<file path="src/sv/orbit_camera_view_matrix_top_defines.svh">
// Assertion macros shared by the orbit camera view matrix RTL.
`ifndef ORBIT_CAMERA_VIEW_MATRIX_TOP_DEFINES_SVH
`define ORBIT_CAMERA_VIEW_MATRIX_TOP_DEFINES_SVH

// Implication checked at every clock edge outside reset.
`define OCV_ASSERT_IMP(label, clk, rstn, ante, cons, msg) \
    label: assert property (@(posedge clk) disable iff (!rstn) (ante) |-> (cons)) \
        else $error(msg);

// Implication whose consequent is checked in the cycle after the antecedent.
`define OCV_ASSERT_NEXT(label, clk, rstn, ante, cons, msg) \
    label: assert property (@(posedge clk) disable iff (!rstn) (ante) |=> (cons)) \
        else $error(msg);

`endif

</file>
<file path="src/sv/ocvm_pkg.sv">
// Shared types and constants for the orbit camera view matrix block.
`default_nettype none
package ocvm_pkg;

    localparam logic [1:0] FUNC_ORBIT = 2'd0;
    localparam logic [1:0] FUNC_PAN   = 2'd1;
    localparam logic [1:0] FUNC_DOLLY = 2'd2;
    localparam logic [1:0] FUNC_RESET = 2'd3;

    localparam logic [1:0] CFG_PITCH_FLOOR = 2'd0;
    localparam logic [1:0] CFG_PITCH_CEIL  = 2'd1;
    localparam logic [1:0] CFG_DIST_FLOOR  = 2'd2;
    localparam logic [1:0] CFG_DIST_CEIL   = 2'd3;

    localparam int ANG_PI      = 25736;
    localparam int ANG_TWO_PI  = 51472;
    localparam int ANG_HALF_PI = 12868;
    localparam logic signed [33:0] CORDIC_GAIN = 34'sd652032875;
    localparam logic signed [31:0] RANGE_RESET = 32'sd196608;

    localparam logic signed [14:0] PITCH_FLOOR_RESET = -15'sd12698;
    localparam logic signed [14:0] PITCH_CEIL_RESET  = 15'sd12698;
    localparam logic [30:0] DIST_FLOOR_RESET = 31'd6554;
    localparam logic [30:0] DIST_CEIL_RESET  = 31'd65536000;

    // Arctangent table in Q2.30.
    function automatic logic signed [33:0] atan_lookup(input logic [3:0] i);
        logic signed [33:0] r;
        case (i)
            4'd0:  r = 34'sd843314857;
            4'd1:  r = 34'sd497837830;
            4'd2:  r = 34'sd263043837;
            4'd3:  r = 34'sd133525159;
            4'd4:  r = 34'sd67021687;
            4'd5:  r = 34'sd33543516;
            4'd6:  r = 34'sd16775851;
            4'd7:  r = 34'sd8388437;
            4'd8:  r = 34'sd4194283;
            4'd9:  r = 34'sd2097149;
            4'd10: r = 34'sd1048576;
            4'd11: r = 34'sd524288;
            4'd12: r = 34'sd262144;
            4'd13: r = 34'sd131072;
            4'd14: r = 34'sd65536;
            default: r = 34'sd32768;
        endcase
        return r;
    endfunction

    typedef enum logic [3:0] {
        ST_IDLE,
        ST_UPDATE,
        ST_CORDIC,
        ST_ROT,
        ST_PAN,
        ST_TRANS,
        ST_OUT
    } ctrl_state_t;

    // Commands from controller to datapath.
    typedef struct packed {
        logic       load;       // capture the input word
        logic       update;     // apply orbit, dolly or state reset
        logic       cordic_init;
        logic       cordic_step;
        logic       rot_step;
        logic       pan_step;
        logic       trans_step;
        logic       out_load;
    } ctrl_cmd_t;

    // Status from datapath to controller.
    typedef struct packed {
        logic cordic_done;
        logic rot_done;
        logic pan_done;
        logic trans_done;
        logic is_pan;
    } dp_status_t;

endpackage
`default_nettype wire

</file>
<file path="src/sv/ocvm_ctrl.sv">
// Sequencing state machine for the orbit camera view matrix block.
`default_nettype none
module ocvm_ctrl
    import ocvm_pkg::*;
(
    input  wire logic       aclk,
    input  wire logic       aresetn,
    input  wire logic       in_valid,
    output logic            in_ready,
    input  wire logic       out_busy,
    input  wire dp_status_t status,
    output ctrl_cmd_t       cmd
);
    `include "orbit_camera_view_matrix_top_defines.svh"

    ctrl_state_t state_reg, state_next;

    always_ff @(posedge aclk) begin
        if (!aresetn) begin
            state_reg <= ST_IDLE;
        end else begin
            state_reg <= state_next;
        end
    end

    // Next state.
    always_comb begin
        state_next = state_reg;
        unique case (state_reg)
            ST_IDLE:   if (in_valid) state_next = ST_UPDATE;
            ST_UPDATE: state_next = ST_CORDIC;
            ST_CORDIC: if (status.cordic_done) state_next = ST_ROT;
            ST_ROT:    if (status.rot_done) begin
                state_next = status.is_pan ? ST_PAN : ST_TRANS;
            end
            ST_PAN:    if (status.pan_done) state_next = ST_TRANS;
            ST_TRANS:  if (status.trans_done) state_next = ST_OUT;
            ST_OUT:    if (!out_busy) state_next = ST_IDLE;
            default:   state_next = ST_IDLE;
        endcase
    end

    // Outputs.
    always_comb begin
        cmd = '0;
        in_ready = 1'b0;
        unique case (state_reg)
            ST_IDLE: begin
                in_ready = 1'b1;
                cmd.load = in_valid;
            end
            ST_UPDATE: begin
                cmd.update = 1'b1;
                cmd.cordic_init = 1'b1;
            end
            ST_CORDIC: cmd.cordic_step = 1'b1;
            ST_ROT:    cmd.rot_step = 1'b1;
            ST_PAN:    cmd.pan_step = 1'b1;
            ST_TRANS:  cmd.trans_step = 1'b1;
            ST_OUT:    cmd.out_load = !out_busy;
            default:   cmd = '0;
        endcase
    end

    `OCV_ASSERT_IMP(a_ready_idle, aclk, aresetn, in_ready, state_reg == ST_IDLE, "ready outside idle")
    `OCV_ASSERT_NEXT(a_load_next, aclk, aresetn, cmd.load, state_reg == ST_UPDATE, "load not followed by update")
    `OCV_ASSERT_NEXT(a_out_idle, aclk, aresetn, cmd.out_load, state_reg == ST_IDLE, "output load not followed by idle")

endmodule
`default_nettype wire

</file>
<file path="config.mk">
export PLATFORM = sky130hd
export DESIGN_NAME = ocvm_ctrl
export DESIGN_NICKNAME = d
export VERILOG_FILES = /design/src/sv/ocvm_pkg.sv /design/src/sv/ocvm_ctrl.sv
export VERILOG_INCLUDE_DIRS = /design/src /design/src/sv
export SDC_FILE = /design/constraint.sdc
export NUM_CORES = 1
export LEC_CHECK = 0
export BUFFER_PORTS_ARGS = -buffer_cell sky130_fd_sc_hd__buf_2
export CORE_AREA = 2 2 39 41
export DETAILED_ROUTE_END_ITERATION = 16
export DIE_AREA = 0 0 41 43
export GPL_TIMING_DRIVEN = 0
export PLACE_DENSITY = 0.51
export SYNTH_ARGS = -nofsm -noshare
export SYNTH_HDL_FRONTEND = slang
export SYNTH_SLANG_ARGS = --single-unit
</file>
<file path="constraint.sdc">
create_clock -name aclk -period 1.9 [get_ports aclk]
set_input_delay 0.19 -clock aclk [delete_from_list [all_inputs] [get_ports aclk]]
set_output_delay 0.19 -clock aclk [all_outputs]
set_load 0.005 [all_outputs]
</file>
==> impl_results.rst, run 1 <==
.. list-table::
   :header-rows: 1

   * - Metric
     - Value
   * - Status
     - complete, no violations
   * - Number of global-route vias before repair
     - 305
   * - Predominant post-synthesis flop cell
     - sky130_fd_sc_hd__dfxtp_1
   * - Dpl cells
     - 71
   * - Global-route wire length before repair
     - 1.24 mm
   * - Die extent in y
     - 43 um
   * - Htree depth
     - 1
   * - Transition time at the pin with the least slew margin
     - 0.306 ns
   * - Antenna cells
     - 0
   * - Overall via count from detail_route
     - 348
   * - Critical path arrival
     - 1.21 ns
   * - Gr ovfl total
     - 0
   * - Number of standard cells in the layout, taps in and fillers out
     - 75
   * - Total count of max-transition violations in the final report
     - 0
   * - Initial Util
     - 20.8%
   * - Number of maximum-capacitance constraint violations
     - 0
   * - Share of the yosys chip area belonging to registers
     - 20.9%
   * - Highest net fanout along the worst path
     - 5
   * - Largest clock skew in the final design
     - 0.000325 ns
   * - Count of fill cells added during filler insertion
     - 164
   * - Hold depth
     - 2
   * - Static leakage
     - 0.196 nW
   * - R2r endpoint
     - state_reg[1]
   * - DR pass1 iterations
     - 4
   * - Clock tree from TritonCTS
     - yes
   * - Power per standard cell area
     - 1300 mW/mm^2
   * - Clk pwr share
     - 20.1%
   * - WL per Instance
     - 10.2 um
   * - Slack of the worst reg-to-reg path
     - 0.60 ns
   * - CP startpoint kind
     - flop
   * - ANT nets after route
     - 0
   * - Clock slew seen by the registers of the worst setup and hold paths
     - 0.04 ns
   * - Critical path type
     - flop to primary output
   * - Worst setup slack before clock tree synthesis
     - 0.591 ns
   * - Hold violation count in the final report
     - 0
   * - Clock latency at the later pin of the worst-skew pair
     - 0.23 ns
   * - Maximum number of pins on one net before global-route repair
     - 11
   * - Commonest cells in the synthesized netlist
     - sky130_fd_sc_hd__nor3_1, sky130_fd_sc_hd__a21oi_1, sky130_fd_sc_hd__dfxtp_1, sky130_fd_sc_hd__nor2_1
   * - Final weighted congestion of routability-driven global placement
     - 0.635
   * - Net switching component of the power
     - 227 uW
   * - Number of buffers inserted by hold repair at cts
     - 0
   * - Number of synthesized flops with an enable pin
     - 0
   * - Part of the power in registers
     - 22.6%
   * - Classification of the worst-slack hold path
     - input pin to flop
   * - HPWL after detailed placement
     - 607 um
   * - Number of antenna violations at the first check in global routing
     - 0
   * - Async set-or-reset flop fraction in the synthesized netlist
     - 0%
   * - Largest register FFs
     - 3
   * - Library cells used by synthesis
     - 24
   * - Post-synthesis instance area
     - 288 sq um
   * - Proportion of power drawn by combinational gates
     - 57.3%
   * - Placeable Area
     - 0.00138 sq mm
   * - Highest clock rate
     - 713 MHz
   * - Final period util
     - 73.8%
   * - Worst path setup slack after routing
     - 0.498 ns
   * - Share of the synthesized area in the top cell type
     - 20.9%
   * - Setup TNS
     - 0 ns
   * - Nature of the critical path endpoint
     - primary output
   * - Fraction of layout cells with a size suffix above 1
     - 45.8%
   * - Most used standard cell by instance count after synthesis
     - sky130_fd_sc_hd__nor3_1
   * - Worst reg2reg path depth
     - 4
   * - Capture endpoint of the worst hold path
     - state_reg[1]
   * - Synthesized netlist cell count
     - 38
   * - Number of synthesis warnings
     - 0
   * - Clock root cell
     - sky130_fd_sc_hd__clkbuf_4
   * - Setup repair after global routing missed its margin
     - no
   * - Internal power
     - 318 uW
   * - Number of setup violations in the final report
     - 0
   * - 1st-iter DRT viols
     - 9
   * - Row count
     - 14
   * - Switching portion of total power
     - 41.6%
   * - Gates resized, CTS repair
     - 0
   * - Total CTS buffers
     - 3
   * - Clock tree sinks
     - 3
   * - Post-route cell area
     - 419 sq um
   * - Setup Buffers After CTS
     - 0
   * - Via-per-instance ratio
     - 4.64
   * - Die Footprint
     - 0.00176 sq mm
   * - Mean instance size in the synthesized netlist
     - 7.57 sq um
   * - Nets
     - 69
   * - Leading cell types by total area after synthesis
     - sky130_fd_sc_hd__dfxtp_1, sky130_fd_sc_hd__nor3_1, sky130_fd_sc_hd__a211oi_4
   * - Mapped Nets
     - 47
   * - Worst-case clock buffer depth
     - 2
   * - Number of synthesized register bits
     - 3
   * - Total track usage
     - 10.5%
   * - Count of unresolved DRC violations after routing
     - 0
   * - I/O pin total
     - 18
   * - Horiz. Die Dim
     - 41 um
   * - Post-detailed-routing wire length
     - 762 um
   * - Remaining max-slew budget at the tightest pin
     - 79.5%
   * - Count of port buffers added during placement
     - 17
   * - Dpl cell area
     - 393 sq um
   * - Beginning of the worst hold path
     - aresetn
   * - Worst endpoint required time
     - 1.71 ns
   * - P&R area growth vs syn
     - 45.7%
   * - Total power after layout
     - 544 uW
   * - Most area-hungry cell type in the Yosys netlist
     - sky130_fd_sc_hd__dfxtp_1
   * - Worst supply voltage drop on vdd
     - 0.391 mV
   * - Final critical-path required period
     - 1.40 ns
   * - Reg-to-Reg Start
     - state_reg[0]
per-stage QoR:
| stage | hold slack [ns] | util [%] |
|---|---|---|
| 3_3_place_gp | 0.470 | 28.4 |
| 4_1_cts | 0.229 | 30.3 |
| 2_1_floorplan | 0.318 | - |
| 5_1_grt | 0.227 | 30.3 |
| 6_report | 0.233 | 30.3 |
| 3_5_place_dp | 0.472 | 28.4 |
logic make-up (layout without fill, tap and decap cells):
group | count (synthesis) | after routing | share of synthesized area [%]
compound gates | 13 | 13 | 38.7
buf+inv | 5 | 26 | 9.56
flops | 3 | 3 | 20.9
simple gates | 17 | 17 | 30.9
metal layers:
layer / up-vias / routed length, um / GRT usage (%)
li1: 183 / - / -
met3: 0 / 64 / 4.71
met2: 11 / 365 / 15.6
met5: - / 0 / 0
met4: 0 / 0 / 6.00
met1: 154 / 332 / 11.9
layout by cell type, fill, tap and decap left out, drive strengths merged:
cell type	netlist	routed
nor2b	2	2
nor2	3	3
a21o	1	1
nand2b	1	1
clkbuf	0	4
dfxtp	3	3
nand2	1	1
o211ai	1	1
nand3b	1	1
o21ai	2	2
o41ai	1	1
buf	3	20
a22oi	1	1
or3	1	1
o22a	1	1
a211oi	1	1
a21oi	4	4
o311a	1	1
nand3	1	1
nor3	6	6
inv	2	2
and2	1	1
layout make-up:
type                       instances  area (sq um)  area share, %
tap                               16          20.0           4.78
timing repair buffer              17          85.1           20.3
multi-input combinational         30           200           47.8
buffer                             3          20.0           4.78
inverter                           2          7.51           1.79
sequential                         3          60.1           14.3
clock buffer                       4          26.3           6.27
power by group through the flow:
stage / Sequential [mW] / Clock, mW / Combinational [mW]
after floorplan: 0.114 / 0 / 0.223
after CTS: 0.124 / 0.115 / 0.316
after global routing: 0.128 / 0.124 / 0.358
after global placement: 0.125 / 0 / 0.312
after detailed placement: 0.125 / 0 / 0.315
final: 0.123 / 0.109 / 0.312
worst max-delay path, stage by stage, from the launching register on:
cell                      delay, ns
sky130_fd_sc_hd__dfxtp_1       0.43
sky130_fd_sc_hd__inv_1         0.12
sky130_fd_sc_hd__nor3_1        0.19
sky130_fd_sc_hd__buf_4         0.14
sky130_fd_sc_hd__buf_2         0.09
worst max path at each step:
stage	to	startpoint	cells past startpoint
2_1_floorplan	state_reg[1]	state_reg[1]	4
3_3_place_gp	state_reg[1]	state_reg[0]	4
3_5_place_dp	state_reg[1]	state_reg[0]	4
4_1_cts	cmd[6]	state_reg[0]	4
5_1_grt	cmd[7]	state_reg[0]	4
6_report	cmd[6]	state_reg[0]	4
Note: power is estimated with default switching activity, not from simulation.
==> inputs of run 2 (changes only) <==
clock period = 1.3 ns   (was 1.9 ns; I/O delays follow)
==> run 2 against run 1 <==
Compared with the run above:
- sequential cell count is the same
- sequential share of layout area hardly changed
- total power increased by 69%
- cell area is 15% higher
- first-iteration DRC count fell by 11%
- non-clock buffer count rose by 1
- via count grew 5.7%
- sequential power is 76% higher
- wire length is 6.7% higher
- core utilization rose by 4.4 points
- clock-buffer cell count unchanged
- worst hold slack lost 0.066 ns
==> impl_results.rst, run 2 (synthesized netlist as in run 1, its figures left out) <==
.. list-table::
   :header-rows: 1

   * - Metric
     - Value
   * - Commonest non-fill, non-tap cell in the layout
     - sky130_fd_sc_hd__buf_2
   * - Number of setup violations in the final report
     - 0
   * - ANT nets after route
     - 0
   * - Nets
     - 70
   * - Total CTS buffers
     - 3
   * - Remaining max-slew budget at the tightest pin
     - 79.8%
   * - Final critical-path required period
     - 1.25 ns
   * - Switching portion of total power
     - 41.2%
   * - Critical path arrival
     - 1.36 ns
   * - Total power after layout
     - 920 uW
   * - Most frequent cells in the layout
     - sky130_fd_sc_hd__buf_2, sky130_fd_sc_hd__nor3_1, sky130_fd_sc_hd__nor2_1, sky130_fd_sc_hd__a21oi_1, sky130_fd_sc_hd__clkbuf_4
   * - Dpl cells
     - 71
   * - HPWL after detailed placement
     - 607 um
   * - Count of fill cells added during filler insertion
     - 162
   * - Largest clock skew in the final design
     - 0.0000557 ns
   * - Clock tree from TritonCTS
     - yes
   * - Worst-case clock buffer depth
     - 2
   * - Nature of the critical path endpoint
     - flop
   * - Gr ovfl total
     - 0
   * - Classification of the worst-slack hold path
     - input pin to flop
   * - Post-detailed-routing wire length
     - 813 um
   * - 1st-iter DRT viols
     - 8
   * - Power per standard cell area
     - 1910 mW/mm^2
   * - Transition time at the pin with the least slew margin
     - 0.300 ns
   * - Part of the power in registers
     - 23.5%
   * - Final weighted congestion of routability-driven global placement
     - 0.635
   * - Clock root cell
     - sky130_fd_sc_hd__clkbuf_4
   * - Slack of the worst reg-to-reg path
     - 0.05 ns
   * - Critical path type
     - flop to flop
   * - Worst reg2reg path depth
     - 4
   * - Number of buffers inserted by hold repair at cts
     - 0
   * - Die Footprint
     - 0.00176 sq mm
   * - I/O pin total
     - 18
   * - Internal power
     - 541 uW
   * - Clock tree sinks
     - 3
   * - Number of maximum-capacitance constraint violations
     - 0
   * - CP startpoint kind
     - flop
   * - Final period util
     - 95.9%
   * - WL per Instance
     - 10.7 um
   * - Worst endpoint required time
     - 1.41 ns
   * - Area taken by multi-input logic gates
     - 238 sq um
   * - Hold violation count in the final report
     - 0
   * - Setup repair after global routing missed its margin
     - no
   * - Maximum number of pins on one net before global-route repair
     - 11
   * - Clock slew seen by the registers of the worst setup and hold paths
     - 0.04 ns
   * - Antenna cells
     - 0
   * - Area taken by flip-flops and latches
     - 68.8 sq um
   * - Total count of max-transition violations in the final report
     - 0
   * - Die extent in y
     - 43 um
   * - Beginning of the critical path
     - state_reg[1]
   * - Overall via count from detail_route
     - 368
   * - Setup TNS
     - 0 ns
   * - Clk pwr share
     - 17.3%
   * - Row count
     - 14
   * - Proportion of power drawn by combinational gates
     - 59.2%
   * - Status
     - complete, no violations
   * - Fraction of layout cells with a size suffix above 1
     - 60.0%
   * - Clock latency at the later pin of the worst-skew pair
     - 0.23 ns
   * - Net switching component of the power
     - 379 uW
   * - Static leakage
     - 0.215 nW
   * - Via-per-instance ratio
     - 4.84
   * - P&R area growth vs syn
     - 67.0%
   * - Htree depth
     - 1
   * - Beginning of the worst hold path
     - aresetn
   * - Horiz. Die Dim
     - 41 um
   * - Hold depth
     - 2
   * - Setup Buffers After CTS
     - 0
   * - R2r endpoint
     - state_reg[1]
   * - Reg-to-Reg Start
     - state_reg[1]
   * - Highest clock rate
     - 802 MHz
   * - Count of port buffers added during placement
     - 17
   * - Count of unresolved DRC violations after routing
     - 0
   * - Number of standard cells in the layout, taps in and fillers out
     - 76
   * - Placeable Area
     - 0.00138 sq mm
   * - Initial Util
     - 20.8%
   * - Worst supply voltage drop on vdd
     - 0.625 mV
   * - Worst hold-check slack
     - 0.167 ns
   * - Number of global-route vias before repair
     - 305
   * - DR pass1 iterations
     - 3
   * - Global-route wire length before repair
     - 1.24 mm
   * - Largest register FFs
     - 3
   * - Number of antenna violations at the first check in global routing
     - 0
   * - Highest net fanout along the worst path
     - 7
   * - Total track usage
     - 10.5%
   * - CP Capture Point
     - state_reg[1]
==> run 2: cell count changes in the layout (fill, tap and decap cells not counted), sizes merged <==
| cell | delta |
|---|---|
| buf | +1 |
==> run 2: how the worst min path moves through the flow <==
stage,slack [ns],endpoint
5_1_grt,0.16,state_reg[1]
6_report,0.17,state_reg[1]
2_1_floorplan,0.26,state_reg[2]
3_5_place_dp,0.41,state_reg[1]
4_1_cts,0.16,state_reg[1]
3_3_place_gp,0.41,state_reg[1]
==> run 2: power by group through the flow <==
stage	combinational, mW	clock (mW)	sequential (mW)
2_1_floorplan	0.325	0	0.166
3_3_place_gp	0.456	0	0.183
3_5_place_dp	0.461	0	0.182
4_1_cts	0.477	0.167	0.191
5_1_grt	0.613	0.182	0.223
6_report	0.544	0.160	0.216
==> run 2: critical path, stage by stage, from the launching register on <==
cell and delay (ns):
sky130_fd_sc_hd__dfxtp_4 0.37, sky130_fd_sc_hd__or3_4 0.40, sky130_fd_sc_hd__a21oi_4 0.17, sky130_fd_sc_hd__o21ai_2 0.08, sky130_fd_sc_hd__o311a_1 0.12
==> run 2: what timing repair did <==
action | in CTS | in global routing
endpoints found under the hold margin | 0 | 0
gates cloned | 0 | 1
pin swaps | 0 | 3
gates resized for setup | 4 | 12
setup endpoints to repair | 4 | 6
==> run 2: cell type report <==
type                    count  area share (%)
well taps                  16            4.17
flip-flops and latches      3            14.3
clock buffers               4            5.47
plain buffers               3            6.25
inverters                   2            1.56
multi-input cells          30            49.5
repair buffers             18            18.7
==> run 2: routing by layer <==
metal / up-vias / GRT usage, % / wire (um)
li1: 187 / - / -
met1: 170 / 11.9 / 336
met2: 11 / 15.6 / 415
met3: 0 / 4.71 / 61
met4: 0 / 6.00 / 0
met5: - / 0 / 0
==> run 2: metrics by stage <==
stage,setup WS [ns],instance area [sq um],utilization (%)
global route,0.00536,480,34.7
detailed placement,-0.00933,393,28.4
global placement,-0.00772,393,28.4
floorplan,0.0858,288,-
CTS,-0.00678,432,31.2
finish,0.0528,480,34.7
==> inputs of run 3 (changes only) <==
PLACE_DENSITY = 0.49   (was 0.51)
REMOVE_ABC_BUFFERS = 1   (was default)
==> run 3 against run 2 <==
Compared with the run above:
- setup slack got worse by 0.031 ns
- worst hold slack got worse by 0.0070 ns
- register-to-register slack got worse by 0.02 ns
- core utilization decreased by 3.8 points
- clock skew increased by 0.0018 ns
- clock power increased by 2%
- first-iteration DRC count decreased by 75%
- die area unchanged
==> impl_results.rst, run 3 (synthesized netlist as in run 1, its figures left out) <==
.. list-table::
   :header-rows: 1

   * - Metric
     - Value
   * - Post-detailed-routing wire length
     - 770 um
   * - Clock root cell
     - sky130_fd_sc_hd__clkbuf_4
   * - P&R area growth vs syn
     - 48.7%
   * - Transition time at the pin with the least slew margin
     - 0.340 ns
   * - Critical path arrival
     - 1.15 ns
   * - Count of unresolved DRC violations after routing
     - 0
   * - Row count
     - 14
   * - Maximum number of pins on one net before global-route repair
     - 15
   * - Power per standard cell area
     - 1930 mW/mm^2
   * - Clock tree from TritonCTS
     - yes
   * - Clock slew seen by the registers of the worst setup and hold paths
     - 0.03 ns
   * - ANT nets after route
     - 0
   * - Number of setup violations in the final report
     - 0
   * - Total count of max-transition violations in the final report
     - 0
   * - Worst endpoint required time
     - 1.17 ns
   * - Placeable Area
     - 0.00138 sq mm
   * - Internal power
     - 485 uW
   * - Worst path setup slack after routing
     - 0.0214 ns
   * - Setup repair after global routing missed its margin
     - yes
   * - Final weighted congestion of routability-driven global placement
     - 0.653
   * - Setup TNS
     - 0 ns
   * - CP startpoint kind
     - flop
   * - Highest net fanout along the worst path
     - 8
   * - Commonest non-fill, non-tap cell in the layout
     - sky130_fd_sc_hd__buf_2
   * - Remaining max-slew budget at the tightest pin
     - 77.2%
   * - Most frequent cells in the layout
     - sky130_fd_sc_hd__buf_2, sky130_fd_sc_hd__nor3_1, sky130_fd_sc_hd__nor2_1, sky130_fd_sc_hd__a21oi_1, sky130_fd_sc_hd__clkbuf_4
   * - Initial Util
     - 20.8%
   * - Hold violation count in the final report
     - 0
   * - Nature of the critical path endpoint
     - primary output
   * - Worst setup slack before clock tree synthesis
     - -0.129 ns
   * - Clk pwr share
     - 19.9%
   * - Classification of the worst-slack hold path
     - input pin to flop
   * - Number of buffers inserted by hold repair at cts
     - 0
   * - Antenna cells
     - 0
   * - Overall via count from detail_route
     - 354
   * - Via-per-instance ratio
     - 4.78
   * - I/O pin total
     - 18
   * - Post-route cell area
     - 428 sq um
   * - Worst supply voltage drop on vdd
     - 0.820 mV
   * - Final period util
     - 98.4%
   * - Core Util, Final
     - 30.9%
   * - Critical path type
     - flop to primary output
   * - Largest clock skew in the final design
     - 0.00183 ns
   * - Total CTS buffers
     - 3
   * - Number of maximum-capacitance constraint violations
     - 0
   * - 1st-iter DRT viols
     - 2
   * - Clock tree sinks
     - 3
   * - Worst-case clock buffer depth
     - 2
   * - Count of port buffers added during placement
     - 17
   * - Largest register FFs
     - 3
   * - Nets
     - 68
   * - Die Footprint
     - 0.00176 sq mm
   * - Number of global-route vias before repair
     - 301
   * - Part of the power in registers
     - 24.8%
   * - Clock latency at the later pin of the worst-skew pair
     - 0.23 ns
   * - Highest clock rate
     - 782 MHz
   * - Proportion of power drawn by combinational gates
     - 55.2%
   * - Fraction of layout cells with a size suffix above 1
     - 51.7%
   * - Status
     - complete, no violations
   * - Total track usage
     - 9.43%
   * - Switching portion of total power
     - 41.1%
   * - Htree depth
     - 1
   * - WL per Instance
     - 10.4 um
   * - Static leakage
     - 0.193 nW
   * - Number of antenna violations at the first check in global routing
     - 0
   * - Gr ovfl total
     - 0
   * - Total power after layout
     - 824 uW
   * - DR pass1 iterations
     - 3
   * - Dpl cell area
     - 373 sq um
   * - Die extent in y
     - 43 um
   * - Global-route wire length before repair
     - 1.15 mm
   * - Final critical-path required period
     - 1.28 ns
   * - HPWL after detailed placement
     - 561 um
   * - Net switching component of the power
     - 339 uW
   * - Horiz. Die Dim
     - 41 um
==> run 3: changes by cell type in the layout (fill, tap and decap cells not counted) <==
cell                      previous run  this run
sky130_fd_sc_hd__nor3_1              3         6
sky130_fd_sc_hd__buf_6               2         0
sky130_fd_sc_hd__nor3_2              2         0
sky130_fd_sc_hd__a21oi_2             0         1
sky130_fd_sc_hd__a21oi_4             1         0
sky130_fd_sc_hd__buf_2              18        17
sky130_fd_sc_hd__buf_4               1         2
sky130_fd_sc_hd__nor3_4              1         0
sky130_fd_sc_hd__o21ai_1             1         2
sky130_fd_sc_hd__o21ai_2             1         0
==> run 3: final cells by class <==
| class | count | area [sq um] |
|---|---|---|
| clock buffer | 4 | 26.3 |
| multi-input combinational | 30 | 205 |
| fill | 161 | 956 |
| timing repair buffer | 19 | 100 |
| sequential | 3 | 68.8 |
| tap | 16 | 20.0 |
| inverter | 2 | 7.51 |
==> run 3: worst paths after layout <==
kind                                   start      endpoint  slack (ns)  depth (start not counted)
worst max-delay path            state_reg[1]        cmd[3]        0.02                          3
worst min-delay path                 aresetn  state_reg[1]        0.16                          2
worst min register to register  state_reg[0]  state_reg[0]        0.57                          2
worst max register to register  state_reg[1]  state_reg[1]        0.03                          4
==> run 3: power groups by stage <==
stage                     Combinational, mW  Sequential (mW)  Clock (mW)
after floorplan                       0.251            0.198           0
after global placement                0.368            0.223           0
after detailed placement              0.372            0.224           0
after CTS                             0.391            0.237       0.172
after global routing                  0.512            0.212       0.182
final                                 0.455            0.205       0.164
==> run 3: metrics by stage <==
stage	std cells	hold WS (ns)
after floorplan	35	0.258
after global placement	68	0.410
after detailed placement	68	0.410
after CTS	73	0.154
after global routing	74	0.155
final	74	0.160
==> run 3: worst max-delay path, cell delays in order (launching register included) <==
cell and delay (ns):
sky130_fd_sc_hd__dfxtp_2 0.38, sky130_fd_sc_hd__inv_2 0.09, sky130_fd_sc_hd__nor3_1 0.27, sky130_fd_sc_hd__buf_2 0.17
==> run 3: what timing repair did <==
| action | in CTS | in global routing |
|---|---|---|
| pin swaps | 1 | 1 |
| endpoints found under the setup margin | 10 | 6 |
| cloned | 0 | 0 |
| hold endpoints to repair | 0 | 0 |
| buffers inserted | 1 | 1 |
| gates resized for setup | 4 | 2 |
==> run 3: metal layers <==
metal / track usage (%) / wire length, um
met1: 13.8 / 332
met3: 4.71 / 49
met2: 12.2 / 387
met4: 2.00 / 0
met5: 0 / 0
